<file path="src/rtl/mcfm_pkg.sv">
`default_nettype none

package mcfm_pkg;

    // Window geometry.
    localparam int WIN_LEN    = 8;
    localparam int CRC_SPAN   = 6;
    localparam int SEEN_W     = 4;
    localparam int CHAIN_LEN  = CRC_SPAN + 1;
    localparam int CHAIN_IDXW = 3;

    // CRC-16/Modbus constants.
    localparam logic [15:0] CRC_INIT = 16'hFFFF;
    localparam logic [15:0] CRC_POLY = 16'hA001;

    // Function codes.
    localparam logic [7:0] FC_READ  = 8'h03;
    localparam logic [7:0] FC_WRITE = 8'h06;

    // Largest coil count that a five-bit index can address.
    localparam logic [5:0] MAX_COILS = 6'd32;

    // Configuration port.
    localparam int CFG_INDEX_W = 1;
    localparam int CFG_DATA_W  = 6;
    localparam logic [CFG_INDEX_W-1:0] REG_DEVICE_ADDRESS = 1'd0;
    localparam logic [CFG_INDEX_W-1:0] REG_COIL_LIMIT     = 1'd1;
    localparam logic [5:0] COIL_LIMIT_RESET = 6'd16;

    typedef struct packed {
        logic [4:0] device_address;
        logic [5:0] coil_limit;
    } cfg_t;

    typedef struct packed {
        logic       frame_found;
        logic       is_write;
        logic [4:0] coil_index;
        logic [7:0] write_value;
    } result_t;

    // One byte of the reflected CRC, eight shift steps.
    function automatic logic [15:0] crc_byte_step(input logic [15:0] crc_in,
                                                  input logic [7:0]  data);
        logic [15:0] crc;
        crc = crc_in ^ {8'h00, data};
        for (int b = 0; b < 8; b++)
        begin
            if (crc[0])
            begin
                crc = (crc >> 1) ^ CRC_POLY;
            end
            else
            begin
                crc = crc >> 1;
            end
        end
        return crc;
    endfunction

endpackage

`default_nettype wire

</file>
<file path="src/rtl/mcfm_rx_if.sv">
`default_nettype none

interface mcfm_rx_if;
    logic       valid;
    logic       ready;
    logic [7:0] rx_byte;

    modport source (output valid, output rx_byte, input ready);
    modport sink   (input valid, input rx_byte, output ready);
endinterface

`default_nettype wire

</file>
<file path="src/rtl/mcfm_res_if.sv">
`default_nettype none

interface mcfm_res_if;
    logic       valid;
    logic       ready;
    logic       frame_found;
    logic       is_write;
    logic [4:0] coil_index;
    logic [7:0] write_value;

    modport source (output valid, output frame_found, output is_write,
                    output coil_index, output write_value, input ready);
    modport sink   (input valid, input frame_found, input is_write,
                    input coil_index, input write_value, output ready);
endinterface

`default_nettype wire

</file>
<file path="src/rtl/mcfm_crc_chain.sv">
`default_nettype none

// Running CRCs of the runs of one to six bytes ending at the newest. Entry i holds
// the CRC of the last i+1 bytes; the last entry is the six-byte CRC delayed
// by one byte, so on the next byte it covers window bytes zero to five.
module mcfm_crc_chain (
    input  wire logic        clk,
    input  wire logic        rst_n,
    input  wire logic        load,
    input  wire logic [7:0]  rx_byte,
    output logic      [15:0] frame_crc_next
);

    logic [15:0] crc_reg  [mcfm_pkg::CHAIN_LEN];
    logic [15:0] crc_next [mcfm_pkg::CHAIN_LEN];

    always_comb
    begin
        crc_next[0] = mcfm_pkg::crc_byte_step(mcfm_pkg::CRC_INIT, rx_byte);
        for (int i = 1; i < mcfm_pkg::CRC_SPAN; i++)
        begin
            crc_next[i] = mcfm_pkg::crc_byte_step(crc_reg[i-1], rx_byte);
        end
        crc_next[mcfm_pkg::CRC_SPAN] = crc_reg[mcfm_pkg::CRC_SPAN-1];
    end

    always_ff @(posedge clk or negedge rst_n)
    begin
        if (!rst_n)
        begin
            for (int i = 0; i < mcfm_pkg::CHAIN_LEN; i++)
            begin
                crc_reg[i] <= mcfm_pkg::CRC_INIT;
            end
        end
        else if (load)
        begin
            for (int i = 0; i < mcfm_pkg::CHAIN_LEN; i++)
            begin
                crc_reg[i] <= crc_next[i];
            end
        end
    end

    assign frame_crc_next = crc_reg[mcfm_pkg::CRC_SPAN];

endmodule

`default_nettype wire

</file>
<file path="src/rtl/mcfm_window.sv">
`default_nettype none

// Eight-byte sliding window, fill count, and the frame check on the window
// as it stands after the incoming byte.
module mcfm_window (
    input  wire logic                         clk,
    input  wire logic                         rst_n,
    input  wire logic                         load,
    input  wire logic [7:0]                   rx_byte,
    input  wire mcfm_pkg::cfg_t               cfg,
    input  wire logic [15:0]                  frame_crc,
    output mcfm_pkg::result_t                 result_next,
    output logic [mcfm_pkg::SEEN_W-1:0]       seen_count
);

    logic [7:0] window_reg  [mcfm_pkg::WIN_LEN];
    logic [7:0] window_next [mcfm_pkg::WIN_LEN];
    logic [mcfm_pkg::SEEN_W-1:0] seen_reg;
    logic [mcfm_pkg::SEEN_W-1:0] seen_next;
    logic [5:0] limit;
    logic       match;

    always_comb
    begin
        for (int i = 0; i < mcfm_pkg::WIN_LEN - 1; i++)
        begin
            window_next[i] = window_reg[i+1];
        end
        window_next[mcfm_pkg::WIN_LEN-1] = rx_byte;

        if (seen_reg < mcfm_pkg::SEEN_W'(mcfm_pkg::WIN_LEN))
        begin
            seen_next = seen_reg + 1'b1;
        end
        else
        begin
            seen_next = seen_reg;
        end
    end

    always_comb
    begin
        limit = (cfg.coil_limit > mcfm_pkg::MAX_COILS) ? mcfm_pkg::MAX_COILS
                                                       : cfg.coil_limit;
        match = (seen_next == mcfm_pkg::SEEN_W'(mcfm_pkg::WIN_LEN))
             && (window_next[0] == {3'b000, cfg.device_address})
             && ((window_next[1] == mcfm_pkg::FC_READ)
                 || (window_next[1] == mcfm_pkg::FC_WRITE))
             && (window_next[3] < {2'b00, limit})
             && (window_next[6] == frame_crc[7:0])
             && (window_next[7] == frame_crc[15:8]);

        result_next = '0;
        if (match)
        begin
            result_next.frame_found = 1'b1;
            result_next.is_write    = (window_next[1] == mcfm_pkg::FC_WRITE);
            result_next.coil_index  = window_next[3][4:0];
            result_next.write_value = window_next[4];
        end
    end

    always_ff @(posedge clk or negedge rst_n)
    begin
        if (!rst_n)
        begin
            seen_reg <= '0;
            for (int i = 0; i < mcfm_pkg::WIN_LEN; i++)
            begin
                window_reg[i] <= 8'h00;
            end
        end
        else if (load)
        begin
            seen_reg <= seen_next;
            for (int i = 0; i < mcfm_pkg::WIN_LEN; i++)
            begin
                window_reg[i] <= window_next[i];
            end
        end
    end

    assign seen_count = seen_reg;

endmodule

`default_nettype wire

</file>
<file path="src/rtl/modbus_coil_frame_matcher_top.sv">
`default_nettype none

// Channel | Direction | Word contents
// --------+-----------+-----------------------------------------------------
// rx      | in        | rx_byte: one received serial byte
// res     | out       | frame_found, is_write, coil_index, write_value
// cfg     | in        | cfg_we, cfg_index, cfg_data: device_address, coil_limit
//
// Every accepted byte yields exactly one result word, in the cycle after the
// byte is taken; a word can be accepted in every cycle while res.ready is high.
// The result register is the only buffer between the two sides: rx is ready
// whenever that register is empty or its word is being taken in this cycle.
// The CRC of window bytes zero to five is built incrementally by a chain of
// one-byte CRC steps, so no path holds more than one byte of CRC logic.
// Reset clears the window and the fill count, sets the CRC chain to 16'hFFFF and
// sets the registers to device_address 0 and coil_limit 16.
module modbus_coil_frame_matcher_top (
    input  wire logic                               clk,
    input  wire logic                               rst_n,
    mcfm_rx_if.sink                                 rx,
    mcfm_res_if.source                              res,
    input  wire logic                               cfg_we,
    input  wire logic [mcfm_pkg::CFG_INDEX_W-1:0]   cfg_index,
    input  wire logic [mcfm_pkg::CFG_DATA_W-1:0]    cfg_data
);

    mcfm_pkg::cfg_t    cfg_reg;
    mcfm_pkg::result_t result_reg;
    mcfm_pkg::result_t result_next;
    logic              out_valid_reg;
    logic              in_accept;
    logic [15:0]       frame_crc;
    logic [mcfm_pkg::SEEN_W-1:0] seen_count;

    // The input side is free whenever the result register will be empty
    // at the next edge.
    assign rx.ready  = !out_valid_reg || res.ready;
    assign in_accept = rx.valid && rx.ready;

    // Configuration registers; the user must write them only while the block is idle. The block does not enforce it.
    always_ff @(posedge clk or negedge rst_n)
    begin
        if (!rst_n)
        begin
            cfg_reg.device_address <= 5'd0;
            cfg_reg.coil_limit     <= mcfm_pkg::COIL_LIMIT_RESET;
        end
        else if (cfg_we)
        begin
            case (cfg_index)
                mcfm_pkg::REG_DEVICE_ADDRESS:
                begin
                    cfg_reg.device_address <= cfg_data[4:0];
                end
                mcfm_pkg::REG_COIL_LIMIT:
                begin
                    cfg_reg.coil_limit <= cfg_data[5:0];
                end
                default:
                begin
                    cfg_reg <= cfg_reg;
                end
            endcase
        end
    end

    mcfm_crc_chain u_crc_chain (
        .clk            (clk),
        .rst_n          (rst_n),
        .load           (in_accept),
        .rx_byte        (rx.rx_byte),
        .frame_crc_next (frame_crc)
    );

    mcfm_window u_window (
        .clk         (clk),
        .rst_n       (rst_n),
        .load        (in_accept),
        .rx_byte     (rx.rx_byte),
        .cfg         (cfg_reg),
        .frame_crc   (frame_crc),
        .result_next (result_next),
        .seen_count  (seen_count)
    );

    // Result register with its valid flag.
    always_ff @(posedge clk or negedge rst_n)
    begin
        if (!rst_n)
        begin
            out_valid_reg <= 1'b0;
        end
        else if (in_accept)
        begin
            out_valid_reg <= 1'b1;
        end
        else if (res.ready)
        begin
            out_valid_reg <= 1'b0;
        end
    end

    always_ff @(posedge clk)
    begin
        if (in_accept)
        begin
            result_reg <= result_next;
        end
    end

    assign res.valid       = out_valid_reg;
    assign res.frame_found = result_reg.frame_found;
    assign res.is_write    = result_reg.is_write;
    assign res.coil_index  = result_reg.coil_index;
    assign res.write_value = result_reg.write_value;

    // An accepted byte always leaves a word in the result register.
    a_accept_loads: assert property (@(posedge clk) disable iff (!rst_n)
        in_accept |=> out_valid_reg)
        else $error("accepted byte did not load the result register");

    // A word without a frame carries all-zero fields.
    a_no_frame_zero: assert property (@(posedge clk) disable iff (!rst_n)
        (out_valid_reg && !result_reg.frame_found) |->
        (!result_reg.is_write && result_reg.coil_index == 5'd0
         && result_reg.write_value == 8'h00))
        else $error("result fields set without a frame");

    // A frame can only be reported once the window has filled.
    a_frame_needs_full: assert property (@(posedge clk) disable iff (!rst_n)
        (out_valid_reg && result_reg.frame_found) |->
        (seen_count == mcfm_pkg::SEEN_W'(mcfm_pkg::WIN_LEN)))
        else $error("frame reported before the window filled");

    // The fill count saturates at the window length.
    a_seen_bounded: assert property (@(posedge clk) disable iff (!rst_n)
        seen_count <= mcfm_pkg::SEEN_W'(mcfm_pkg::WIN_LEN))
        else $error("fill count exceeded the window length");

endmodule

`default_nettype wire

</file>
<file path="src/flat_wrapper.sv">
// flat-port wrapper written by rule: the top's interface ports become plain ports
module modbus_coil_frame_matcher_top_flat 
  (clk, rst_n, cfg_we, cfg_index, cfg_data, rx_valid, rx_rx_byte, rx_ready, res_valid, res_frame_found, res_is_write, res_coil_index, res_write_value, res_ready);
  mcfm_rx_if rx_i ();
  mcfm_res_if res_i ();
  input  wire logic clk;
  input  wire logic rst_n;
  input  wire logic cfg_we;
  input  wire logic [mcfm_pkg::CFG_INDEX_W-1:0] cfg_index;
  input  wire logic [mcfm_pkg::CFG_DATA_W-1:0] cfg_data;
  input wire logic [$bits(rx_i.valid)-1:0] rx_valid;
  input wire logic [$bits(rx_i.rx_byte)-1:0] rx_rx_byte;
  output wire logic [$bits(rx_i.ready)-1:0] rx_ready;
  output wire logic [$bits(res_i.valid)-1:0] res_valid;
  output wire logic [$bits(res_i.frame_found)-1:0] res_frame_found;
  output wire logic [$bits(res_i.is_write)-1:0] res_is_write;
  output wire logic [$bits(res_i.coil_index)-1:0] res_coil_index;
  output wire logic [$bits(res_i.write_value)-1:0] res_write_value;
  input wire logic [$bits(res_i.ready)-1:0] res_ready;
  assign rx_i.valid = rx_valid;
  assign rx_i.rx_byte = rx_rx_byte;
  assign rx_ready = rx_i.ready;
  assign res_valid = res_i.valid;
  assign res_frame_found = res_i.frame_found;
  assign res_is_write = res_i.is_write;
  assign res_coil_index = res_i.coil_index;
  assign res_write_value = res_i.write_value;
  assign res_i.ready = res_ready;
  modbus_coil_frame_matcher_top u_core (.clk(clk), .rst_n(rst_n), .rx(rx_i), .res(res_i), .cfg_we(cfg_we), .cfg_index(cfg_index), .cfg_data(cfg_data));
endmodule
</file>
<file path="config.mk">
export PLATFORM = sky130hd
export DESIGN_NAME = modbus_coil_frame_matcher_top_flat
export DESIGN_NICKNAME = d
export VERILOG_FILES = /design/src/rtl/mcfm_pkg.sv /design/src/rtl/mcfm_rx_if.sv /design/src/rtl/mcfm_res_if.sv /design/src/rtl/mcfm_crc_chain.sv /design/src/rtl/mcfm_window.sv /design/src/rtl/modbus_coil_frame_matcher_top.sv /design/src/flat_wrapper.sv
export SDC_FILE = /design/constraint.sdc
export NUM_CORES = 1
export LEC_CHECK = 0
export ABC_AREA = 1
export BUFFER_PORTS_ARGS = -buffer_cell sky130_fd_sc_hd__buf_4
export CAP_MARGIN = 15
export CORE_MARGIN = 2
export CORE_UTILIZATION = 60
export CTS_CLUSTER_DIAMETER = 60
export DETAILED_ROUTE_END_ITERATION = 16
export GPL_ROUTABILITY_DRIVEN = 0
export PLACE_DENSITY = 0.83
export SYNTH_ARGS = -nofsm -noshare
export SYNTH_HDL_FRONTEND = slang
export SYNTH_SLANG_ARGS = --single-unit
export TNS_END_PERCENT = 1
</file>
<file path="constraint.sdc">
create_clock -name clk -period 2.9 [get_ports clk]
set_input_delay 0.58 -clock clk [delete_from_list [all_inputs] [get_ports clk]]
set_output_delay 0.58 -clock clk [all_outputs]
set_load 0.02 [all_outputs]
</file>
==> summary.md, run 1 <==
| Metric | Value |
|---|---|
| Overflow after GRT | 0 |
| Share of the synthesized area in the top cell type | between 20 and 30% |
| Total wirelength of the detailed-routed design | 20000 µm |
| Core outline area | around 15000 µm² |
| Fill cell count | approximately 1200 |
| # DRC | 0 |
| Top library cells by usage in the layout, fill and taps aside | 452 x nand2_1, 130 x o21ai_0, 102 x dfstp_2 |
| Count of inserted antenna diode cells | 0 |
| Resize count post-CTS | 0 |
| Max FFs per register | slightly below 70 |
| Clock Skew | about 0.008 ns |
| Number of hold-repair buffers added at the cts stage | 0 |
| Top layer used by detailed routing | met4 |
| Vias per Instance | around 5.5 |
| Combined global-route utilization of all metal layers | between 20% and 30% |
| Switching fraction of total power | a little over a third |
| Time the final worst path needs with I/O delays and setup | around 2.1 ns |
| Tightest Hold Check Type | input pin to async pin |
| Achievable clock frequency | about 0.47 GHz |
| Area growth from synthesis to layout | 10.0% |
| Die area | approximately 16000 µm² |
| Number of hold violations in the final report | 0 |
| Initial core utilization | about three fifths |
| Proportion of layout cells with a drive suffix above 1 | ~17% |
| Number of antenna violations at the first check in global routing | 0 |
| Top Ports | 37 |
| Leakage power of the design | 4.79 nW |
| Worst Max-Slew Pin Slew | 0.671 ns |
| FP Rows | 45 |
| Setup_tns | 0 ns |
| Flip-flop and latch count after synthesis | ~190 |
| Post-synth top area cell | dfstp_2 |
| Part of the total power dissipated in combinational logic | between 20% and 30% |
| Half-perimeter wire length of the detailed placement result | 13200 µm |
| Classification of the worst setup path | flop to flop |
| Proportion of power drawn by flip-flops and latches | around 48% |
| Global-route wire length before repair | ~33000 µm |
| Max-slew violations | 0 |
| Routed len/inst | ~15 µm |
| Total power per unit cell area | roughly 900 nW/µm² |
| Most common cell after layout, fill and taps aside | nand2_1 |
| Setup slack of the critical path after layout | just under 0.8 ns |
| Cell area after synthesis | about 9000 µm² |
| Cell types occupying the most area after synthesis | dfstp_2 29%, dfrtp_1 20%, nand2_1 19%, o21ai_0 7.1%, edfxtp_1 4.9% |
| Final hold slack | 0.159 ns |
| Post-synthesis net count | between 1000 and 1500 |
| Number of synthesis warnings | 0 |
| Worst endpoint required time | about 3.2 ns |
| Placed Instance Area | 9480 µm² |
| Internal power | about 0.0058 W |
| Relative max-transition margin | 55.3% |
| TritonCTS Buffers | 17 |
| Post-detailed-route count of antenna-violating nets | 0 |
| Port Buffer Count | 36 |
| Switching power | 0.00309 W |
| Unrepaired setup endpoints after global routing | false |
| Via count of the first global-routing pass | between 6000 and 7000 |
| Count of mapped cells out of synthesis | ~1100 |
| Met3 routed WL | 1180 µm |
| Floorplan die width | between 100 and 150 µm |
| TritonCTS clock tree | built |
| Cell depth of the worst flop-to-flop path | 8 |
| Count of final setup violators | 0 |
| Root buffer cell | clkbuf_16 |
| Worst slack at placement | about 0.78 ns |
| CP Max Fanout | 15 |
| Wl on met1 | between 8000 and 9000 µm |
| Period Utilization, post-route | about 73% |
| Total number of clock tree sinks | between 150 and 200 |
| Worst setup SP type | flop |
| Die height | between 100 and 150 µm |
| Met2 wirelength from detailed routing | between 10000 and 15000 µm |
| Mean area per synthesized cell | approximately 8.3 µm² |
| Maximum number of pins on one net before global-route repair | between 150 and 200 |
| Clk Latency, worst-skew pair | 0.44 ns |
| Number of detailed-route iterations in the first pass | 6 |
| Final #Nets | between 1000 and 1500 |
| Clock group share of total power | about a quarter |
| Data arrival time at the worst-slack endpoint | between 2 and 2.5 ns |
| Peak ir drop on the vdd network | 0.000522 V |
| Setup fix buffers added after clock tree synthesis | 0 |
| Clock tree buffer depth | 2 |
| Distinct cell type count after synthesis | 37 |
| Deepest level of the CTS H-tree | 4 |
| Total via count in the routed design | 7167 |
| Share of the core filled with cells | 66.6% |
| Post-synthesis sequential area ratio | ~54% |
| Post-CTS clock slew at the launch and capture registers of the worst setup and hold paths | about 0.070 ns |
| Run status | complete, no violations |
| Post-route cell area | about 10000 µm² |
| Kind of end point of the critical path | flop |
| Number of maximum-capacitance constraint violations | 0 |
| Iter 0 DRT Violations | slightly above 500 |
[power groups by stage]
stage / combinational, W / clock (W) / sequential (W)
floorplan: 0.00187 / 0 / 0.00413
global placement: 0.00236 / 0 / 0.00427
detailed placement: 0.00244 / 0 / 0.00429
CTS: 0.00248 / 0.00215 / 0.00426
global route: 0.00285 / 0.00227 / 0.00435
finish: 0.00248 / 0.00213 / 0.00427
[final timing paths]
path	slack (ns)	to	startpoint
min in group clk	0.39	u_core.cfg_reg[5]	cfg_data[5]
hold / removal	0.16	u_core.u_window.window_next[53]	rst_n
setup / recovery	0.78	u_core.res.coil_index[3]	u_core.u_window.seen_count[0]
max in group asynchronous	1.94	u_core.u_crc_chain.crc_reg[35]	rst_n
hold reg to reg	0.46	u_core.u_crc_chain.frame_crc_next[8]	u_core.u_crc_chain.crc_next[8]
setup reg to reg	0.78	u_core.res.coil_index[3]	u_core.u_window.seen_count[0]
[stage by stage]
step	total power, W	std cells
2_1_floorplan	0.00600	1091
3_3_place_gp	0.00663	1276
3_5_place_dp	0.00673	1276
4_1_cts	0.00889	1308
5_1_grt	0.00948	1308
6_report	0.00888	1308
[cell usage after synthesis (all sizes together)]
cell    count
a21oi       4
nor3        2
or2         4
o21ai     131
nand4       8
xor2       29
nand3b      3
clkbuf     23
o22ai       3
nand3      24
inv        98
a221oi      2
dfrtp      71
nand2     453
a22o        1
a211oi      1
nor4        1
a31oi      13
xnor2      32
a22oi       1
edfxtp     15
dfstp     102
nor2       41
buf        22
o221ai      1
ha          6
[layout make-up]
type / instances / area (µm²) / share of cell area, %
clock buffers: 21 / 462 / 4.61
repair buffers: 42 / 369 / 3.68
multi-input cells: 760 / 3600 / 36.0
well taps: 188 / 235 / 2.35
inverters: 98 / 370 / 3.70
clock inverters: 11 / 71.3 / 0.712
flip-flops and latches: 188 / 4910 / 49.0
[worst max-delay path, cell delays in order, from the launching register on]
cell and delay, ns:
dfrtp_1 0.42, ha_1 0.30, o21ai_0 0.21, nand2_1 0.09
a221oi_1 0.28, nand2_1 0.11, nor2_2 0.16, nand3b_4 0.24
nor2_1 0.16
[cells by family after synthesis]
group	after synthesis	synth area share, %
AO/OA/AOI/OAI	157	9.14
XOR/XNOR	61	6.11
adder cells (fa/ha/maj)	6	0.824
buffers and inverters	143	6.64
flip-flops	188	53.9
AND/OR/NAND/NOR	536	23.4
[per-layer routing]
layer  global-route usage, %  up-vias
met2                    44.3      236
met1                    33.0     3429
met4                    11.9        0
met5                       0        -
met3                    5.74       46
li1                        -     3456
(Power assumes the default switching activity.)
==> run 2: changes to the inputs <==
- ABC_AREA: 1 -> 0
- clock period: 2.9 -> 2.2 ns (I/O delays scaled with it)
==> run 2 against run 1 <==
Sequential cell count unchanged. Clock power up 40%. Clock-buffer cell count down 1. Die area down 3.8%. Critical path depth down 3. Fmax up 0.63%. Via count down 16%. Sequential share of layout area down 0.13 points. Global-route usage down 0.84 points. Utilization up 3.3 points. Combinational power up 110%. Largest power group unchanged.
==> summary.md, run 2 <==
| Metric | Value |
|---|---|
| Post-CTS clock slew at the launch and capture registers of the worst setup and hold paths | 0.06 ns (was 0.07 ns) |
| Post-detailed-route count of antenna-violating nets | 0 (unchanged) |
| Routed len/inst | 16.7 µm (was 15.3 µm) |
| Top library cells by usage in the layout, fill and taps aside | 383 x nand2_1, 102 x dfstp_2, 74 x buf_4 (was 452 x nand2_1, 130 x o21ai_0, 102 x dfstp_2) |
| Max-slew violations | 0 (unchanged) |
| TritonCTS Buffers | 17 (unchanged) |
| Placed Instance Area | 9450 µm² (was 9480 µm²) |
| Post-route cell area | 10000 µm² (about the same) |
| FP Rows | 44 (was 45) |
| Leakage power of the design | 4.69 nW (was 4.79 nW) |
| Initial core utilization | 60.9% (was 60.6%) |
| Port Buffer Count | 36 (unchanged) |
| Clk Latency, worst-skew pair | 0.43 ns (was 0.44 ns) |
| Cell area after synthesis | 8750 µm² (was 9110 µm²) |
| Distinct cell type count after synthesis | 40 (was 37) |
| Count of inserted antenna diode cells | 0 (unchanged) |
| Number of maximum-capacitance constraint violations | 0 (unchanged) |
| Internal power | 0.00948 W (was 0.00579 W) |
| Total number of clock tree sinks | 188 (unchanged) |
| Clock Skew | 0.00824 ns (was 0.00813 ns) |
| Total wirelength of the detailed-routed design | 18700 µm (was 20000 µm) |
| Classification of the worst setup path | flop to flop (unchanged) |
| Unrepaired setup endpoints after global routing | false (unchanged) |
| Run status | complete, no violations (unchanged) |
| Global-route wire length before repair | 31000 µm (was 33300 µm) |
| Post-synth top area cell | dfstp_2 (unchanged) |
| Max FFs per register | 69 (unchanged) |
| Setup_tns | 0 ns (unchanged) |
| Floorplan die width | 125 µm (was 127 µm) |
| Switching power | 0.00453 W (was 0.00309 W) |
| Worst setup SP type | flop (unchanged) |
| Switching fraction of total power | 32.3% (was 34.8%) |
| Die height | 125 µm (was 127 µm) |
| Core outline area | 14400 µm² (was 15000 µm²) |
| Mean area per synthesized cell | 10.1 µm² (was 8.35 µm²) |
| Die area | 15600 µm² (was 16200 µm²) |
| # DRC | 0 (unchanged) |
| Period Utilization, post-route | 95.6% (was 73.0%) |
| Tightest Hold Check Type | input pin to flop (was input pin to async pin) |
| Proportion of layout cells with a drive suffix above 1 | 25.2% (was 17.1%) |
| Most common cell after layout, fill and taps aside | nand2_1 (unchanged) |
| Ys async rst share | 92.0% (unchanged) |
| Total power per unit cell area | 1390 nW/µm² (was 887 nW/µm²) |
| CP Max Fanout | 3 (was 15) |
| Post-synthesis sequential area ratio | 56.1% (was 53.9%) |
| Overflow after GRT | 0 (unchanged) |
| Cell types occupying the most area after synthesis | dfstp_2 31%, dfrtp_1 20%, nand2_1 16%, xnor2_1 7.3%, edfxtp_1 5.1% (was dfstp_2 29%, dfrtp_1 20%, nand2_1 19%, o21ai_0 7.1%, edfxtp_1 4.9%) |
| Half-perimeter wire length of the detailed placement result | 12600 µm (was 13200 µm) |
| Number of antenna violations at the first check in global routing | 0 (unchanged) |
| Number of hold violations in the final report | 0 (unchanged) |
| Clock group share of total power | 21.3% (was 24.0%) |
| Peak ir drop on the vdd network | 0.000906 V (was 0.000522 V) |
| Synth top cells by count | 384 x nand2_1, 102 x dfstp_2, 73 x xnor2_1, 71 x dfrtp_1, 45 x xor2_1 (was 453 x nand2_1, 130 x o21ai_0, 102 x dfstp_2, 98 x inv_1, 71 x dfrtp_1) |
| Combined global-route utilization of all metal layers | 25.5% (was 26.4%) |
| Time the final worst path needs with I/O delays and setup | 2.10 ns (was 2.12 ns) |
| Flip-flop and latch count after synthesis | 188 (unchanged) |
| Total via count in the routed design | 6019 (was 7167) |
| Area growth from synthesis to layout | 14.8% (was 10.0%) |
| Maximum number of pins on one net before global-route repair | 118 (was 178) |
| Count of final setup violators | 0 (unchanged) |
| Vias per Instance | 5.37 (was 5.48) |
| Count of flip-flops with a built-in enable after synthesis | 15 (unchanged) |
| Worst Max-Slew Pin Slew | 0.699 ns (was 0.671 ns) |
| Root buffer cell | clkbuf_16 (unchanged) |
| Via count of the first global-routing pass | 6204 (was 6858) |
| Number of synthesis warnings | 0 (unchanged) |
| Top Ports | 37 (unchanged) |
| Number of detailed-route iterations in the first pass | 4 (was 6) |
| Proportion of power drawn by flip-flops and latches | 42.1% (was 48.1%) |
| TritonCTS clock tree | built (unchanged) |
| Data arrival time at the worst-slack endpoint | 2.46 ns (was 2.41 ns) |
| Most frequent cell after synthesis | nand2_1 (unchanged) |
| Most used flip-flop cell after synthesis | dfstp_2 (unchanged) |
| Post-synthesis net count | 895 (was 1117) |
| Iter 0 DRT Violations | 450 (was 513) |
| Part of the total power dissipated in combinational logic | 36.6% (was 27.9%) |
| Deepest level of the CTS H-tree | 4 (unchanged) |
| Clock tree buffer depth | 2 (unchanged) |
| Final #Nets | 950 (was 1133) |
| Worst endpoint required time | 2.56 ns (was 3.19 ns) |
| Count of mapped cells out of synthesis | 869 (was 1091) |
| Relative max-transition margin | 53.4% (was 55.3%) |
| Kind of end point of the critical path | flop (unchanged) |
| Achievable clock frequency | 0.476 GHz (was 0.473 GHz) |
| Share of the synthesized area in the top cell type | 30.6% (was 29.4%) |
==> run 2: cell types whose count changed in the layout (fill, tap and decap cells not counted), moves of 37 or more <==
cell | previous run | this run
inv_1 | 97 | 2
buf_4 | 37 | 74
xnor2_1 | 31 | 72
nand2_1 | 452 | 383
o21ai_1 | 1 | 38
o21ai_0 | 130 | 1
==> run 2: layer usage <==
layer / GRT usage [%] / vias to the layer above / wire length, µm
met5: 0 / - / 0
met4: 14.0 / 0 / 901
met3: 5.93 / 51 / 758
met2: 43.1 / 132 / 9550
met1: 30.3 / 2970 / 7490
li1: - / 2866 / -
==> run 2: critical path, stage by stage (launching register included) <==
cell     delay (ns)
dfstp_2        0.56
xnor3_2        0.30
xor2_1         0.23
xnor3_2        0.48
xnor3_1        0.34
o21ai_1        0.12
==> run 2: area by class of cell <==
type                            count  area, µm²
Clock buffer                       20        447
Clock inverter                     12        123
Fill cell                        1031       4330
Inverter                            3       13.8
Multi-Input combinational cell    634       3670
Sequential cell                   188       4910
Tap cell                          184        230
Timing Repair Buffer               80        657
==> run 2: what timing repair did <==
action | CTS | global route
buffers inserted | 0 | 1
endpoints found under the setup margin | 0 | 2
hold buffers | 1 | 0
resized for setup | 0 | 2
hold endpoints to repair | 31 | 0
==> run 2: path summary, 6_finish.rpt <==
| check | from | to | slack, ns | cells past startpoint |
|---|---|---|---|---|
| max in group asynchronous | rst_n | u_core.u_crc_chain.crc_reg[57] | 0.97 | 3 |
| min in group asynchronous | rst_n | u_core.cfg_reg[5] | 0.49 | 2 |
| worst min-delay path | rx_valid | u_core.res.valid | 0.24 | 2 |
| worst max-delay path | u_core.u_crc_chain.crc_reg[65] | u_core.u_crc_chain.crc_reg[48] | 0.1 | 5 |
| worst min register to register | u_core.u_crc_chain.crc_reg[57] | u_core.u_crc_chain.crc_reg[33] | 0.45 | 2 |
| worst max register to register | u_core.u_crc_chain.crc_reg[65] | u_core.u_crc_chain.crc_reg[48] | 0.1 | 5 |
==> run 2: power groups by stage <==
stage / sequential (W) / clock, W / combinational (W)
finish: 0.00590 / 0.00298 / 0.00513
global route: 0.00602 / 0.00317 / 0.00562
CTS: 0.00588 / 0.00302 / 0.00510
detailed placement: 0.00592 / 0 / 0.00501
global placement: 0.00587 / 0 / 0.00477
floorplan: 0.00568 / 0 / 0.00380
==> run 2: through the flow <==
| stage | setup WS [ns] | instances | util, % | hold WS, ns | power (W) |
|---|---|---|---|---|---|
| after CTS | 0.0103 | 1120 | 69.8 | 0.223 | 0.0140 |
| after global placement | -0.0938 | 1087 | 65.8 | 0.375 | 0.0106 |
| after detailed placement | -0.136 | 1087 | 65.8 | 0.377 | 0.0109 |
| final | 0.0973 | 1121 | 69.9 | 0.236 | 0.0140 |
| after floorplan | -0.132 | 869 | - | 0.144 | 0.00948 |
| after global routing | 0.00695 | 1121 | 69.9 | 0.228 | 0.0148 |
==> run 2: cells by family after synthesis <==
logic type | count (synthesis) | share of synthesized area, %
muxes | 16 | 2.07
adders and majority gates | 6 | 0.858
DFF | 188 | 56.1
and+or+nand+nor | 411 | 18.2
AOI/OAI and AO/OA | 66 | 4.53
xor gates and xnor gates | 135 | 16.0
buffers and inverters | 47 | 2.20
==> run 3: changes to the inputs <==
--- a/config.mk
+++ b/config.mk
@@ -7,5 +7,5 @@
 export LEC_CHECK = 0
 export ABC_AREA = 0
-export BUFFER_PORTS_ARGS = -buffer_cell sky130_fd_sc_hd__buf_4
+export BUFFER_PORTS_ARGS = -buffer_cell sky130_fd_sc_hd__buf_2
 export CAP_MARGIN = 15
 export CORE_MARGIN = 2
==> constraint.sdc (replaced) <==
create_clock -name clk -period 2.2 [get_ports clk]
set_input_delay 0.44 -clock clk [delete_from_list [all_inputs] [get_ports clk]]
set_output_delay 0.44 -clock clk [all_outputs]
set_load 0.05 [all_outputs]
==> run 3 against run 2 <==
Sequential share of layout area is 0.15 points lower. Sequential cell count stayed put. Combinational power hardly changed. Cell count is 0.27% higher. Worst hold slack better by 0.0059 ns. Clock skew is 0.00093 ns lower. Power is 2.7% higher. Clock-buffer cell count is 1 lower. Routed wire length is 4.7% higher. Critical endpoint is now u_core.u_crc_chain.crc_reg[64]. Largest power group unchanged.
==> summary.md, run 3 (synthesis results as in run 2) <==
| Metric | Value |
|---|---|
| Unrepaired setup endpoints after global routing | true (was false) |
| Time the final worst path needs with I/O delays and setup | 2.12 ns (was 2.10 ns) |
| Most common cell after layout, fill and taps aside | nand2_1 (unchanged) |
| TritonCTS clock tree | built (unchanged) |
| Busiest layer in global routing | met2 (unchanged) |
| Met1 demand-to-capacity share in global routing | 32.2% (was 30.3%) |
| Total via count in the routed design | 6125 (was 6019) |
| Iter 0 DRT Violations | 450 (unchanged) |
| Port Buffer Count | 36 (unchanged) |
| Clock Skew | 0.00731 ns (was 0.00824 ns) |
| Worst endpoint required time | 2.56 ns (about the same) |
| Overflow after GRT | 0 (unchanged) |
| Root buffer cell | clkbuf_16 (unchanged) |
| Maximum number of pins on one net before global-route repair | 114 (was 118) |
| Final hold slack | 0.241 ns (was 0.236 ns) |
| Post-detailed-route count of antenna-violating nets | 0 (unchanged) |
| Number of maximum-capacitance constraint violations | 0 (unchanged) |
| Max-slew violations | 0 (unchanged) |
| Core outline area | 14400 µm² (unchanged) |
| Leakage power of the design | 4.71 nW (was 4.69 nW) |
| Floorplan die width | 125 µm (unchanged) |
| Max FFs per register | 69 (unchanged) |
| Count of final setup violators | 0 (unchanged) |
| Power after layout | 0.0144 W (was 0.0140 W) |
| Die height | 125 µm (unchanged) |
| Number of antenna violations at the first check in global routing | 0 (unchanged) |
| Met3 Use GR | 5.50% (was 5.93%) |
| Kind of end point of the critical path | flop (unchanged) |
| Combined global-route utilization of all metal layers | 26.7% (was 25.5%) |
| Met2 layer usage reported by global route | 45.3% (was 43.1%) |
| Count of inserted antenna diode cells | 0 (unchanged) |
| Vias per Instance | 5.45 (was 5.37) |
| Number of hold violations in the final report | 0 (unchanged) |
| Total power per unit cell area | 1430 nW/µm² (was 1390 nW/µm²) |
| Area growth from synthesis to layout | 15.1% (was 14.8%) |
| TritonCTS Buffers | 17 (unchanged) |
| Total wirelength of the detailed-routed design | 19600 µm (was 18700 µm) |
| Routed len/inst | 17.4 µm (was 16.7 µm) |
| Via count of the first global-routing pass | 6378 (was 6204) |
| Die area | 15600 µm² (unchanged) |
| Tightest Hold Check Type | input pin to flop (unchanged) |
| Top Ports | 37 (unchanged) |
| Share of the core filled with cells | 70.1% (was 69.9%) |
| Data arrival time at the worst-slack endpoint | 2.49 ns (was 2.46 ns) |
| Worst setup SP type | flop (unchanged) |
| Post-CTS clock slew at the launch and capture registers of the worst setup and hold paths | 0.07 ns (was 0.06 ns) |
| Worst Max-Slew Pin Slew | 0.708 ns (was 0.699 ns) |
| Initial core utilization | 60.9% (unchanged) |
| Proportion of layout cells with a drive suffix above 1 | 26.1% (was 25.2%) |
| Deepest level of the CTS H-tree | 4 (unchanged) |
| Fill cell count | 975 (was 1031) |
| Clk Latency, worst-skew pair | 0.44 ns (was 0.43 ns) |
| Peak ir drop on the vdd network | 0.000824 V (was 0.000906 V) |
| Classification of the worst setup path | flop to flop (unchanged) |
| Relative max-transition margin | 52.5% (was 53.4%) |
| Final #Nets | 953 (was 950) |
| Top library cells by usage in the layout, fill and taps aside | 383 x nand2_1, 102 x dfstp_2, 73 x xnor2_1 (was 383 x nand2_1, 102 x dfstp_2, 74 x buf_4) |
| Number of detailed-route iterations in the first pass | 5 (was 4) |
| Clock tree buffer depth | 2 (unchanged) |
| Run status | complete, no violations (unchanged) |
| Half-perimeter wire length of the detailed placement result | 13000 µm (was 12600 µm) |
| CP Max Fanout | 3 (unchanged) |
| Achievable clock frequency | 0.471 GHz (was 0.476 GHz) |
| FP Rows | 44 (unchanged) |
| Total number of clock tree sinks | 188 (unchanged) |
| Period Utilization, post-route | 96.5% (was 95.6%) |
| Global-route wire length before repair | 32400 µm (was 31000 µm) |
| # DRC | 0 (unchanged) |
-- run 3: critical path: stages, from the launching register on --
cell and delay (ns):
dfstp_2 0.56, xnor2_1 0.08, xnor2_1 0.26, xnor3_2 0.53
xnor3_1 0.36, mux2_4 0.27
-- run 3: routing by layer --
| layer | up-vias | routed length [µm] |
|---|---|---|
| li1 | 2865 | - |
| met1 | 3024 | 7840 |
| met2 | 177 | 9980 |
| met3 | 59 | 877 |
| met4 | 0 | 885 |
| met5 | - | 0 |
-- run 3: final timing paths --
kind | slack (ns) | to | cells past startpoint | from
setup / recovery | 0.08 | u_core.u_crc_chain.crc_reg[64] | 5 | u_core.u_crc_chain.crc_reg[66]
hold reg to reg | 0.45 | u_core.u_crc_chain.frame_crc_next[4] | 2 | u_core.u_crc_chain.crc_next[4]
min in group asynchronous | 0.53 | u_core.cfg_reg[1] | 2 | rst_n
setup reg to reg | 0.08 | u_core.u_crc_chain.crc_reg[64] | 5 | u_core.u_crc_chain.crc_reg[66]
max in group asynchronous | 0.93 | u_core.u_crc_chain.crc_next[14] | 3 | rst_n
hold / removal | 0.24 | u_core.res.valid | 2 | rx_valid
-- run 3: area by class of cell --
cell class | count | area, µm² | share of cell area, %
clock inverters | 13 | 188 | 1.86
clock buffers | 19 | 453 | 4.50
well taps | 184 | 230 | 2.29
repair buffers | 83 | 604 | 6.00
flip-flops and latches | 188 | 4910 | 48.7
inverters | 3 | 13.8 | 0.137
multi-input cells | 634 | 3680 | 36.5
-- run 3: power breakdown --
| group | switching (W) | leakage (nW) | internal [W] | total (W) |
|---|---|---|---|---|
| combinational | 0.00246 | 2.28 | 0.00269 | 0.00515 |
| sequential | 0.000866 | 2.12 | 0.00505 | 0.00592 |
| clock | 0.00135 | 0.314 | 0.00197 | 0.00332 |
-- run 3: through the flow --
stage,instances,setup slack (ns),TNS [ns],instance area [µm²]
6_report,1124,0.0767,0,10100
5_1_grt,1124,-0.00527,-0.00527,10100
4_1_cts,1124,0.0488,0,10100
3_5_place_dp,1090,-0.124,-0.217,9400
3_3_place_gp,1090,-0.0771,-0.107,9400
2_1_floorplan,869,-0.0427,-0.0511,8760
-- run 3: repair_timing --
action,in CTS,in global routing
hold buffers,1,0
resized for setup,1,4
buffers inserted,1,0
endpoints found under the hold margin,8,0
endpoints found under the setup margin,3,8
pin swaps,2,1
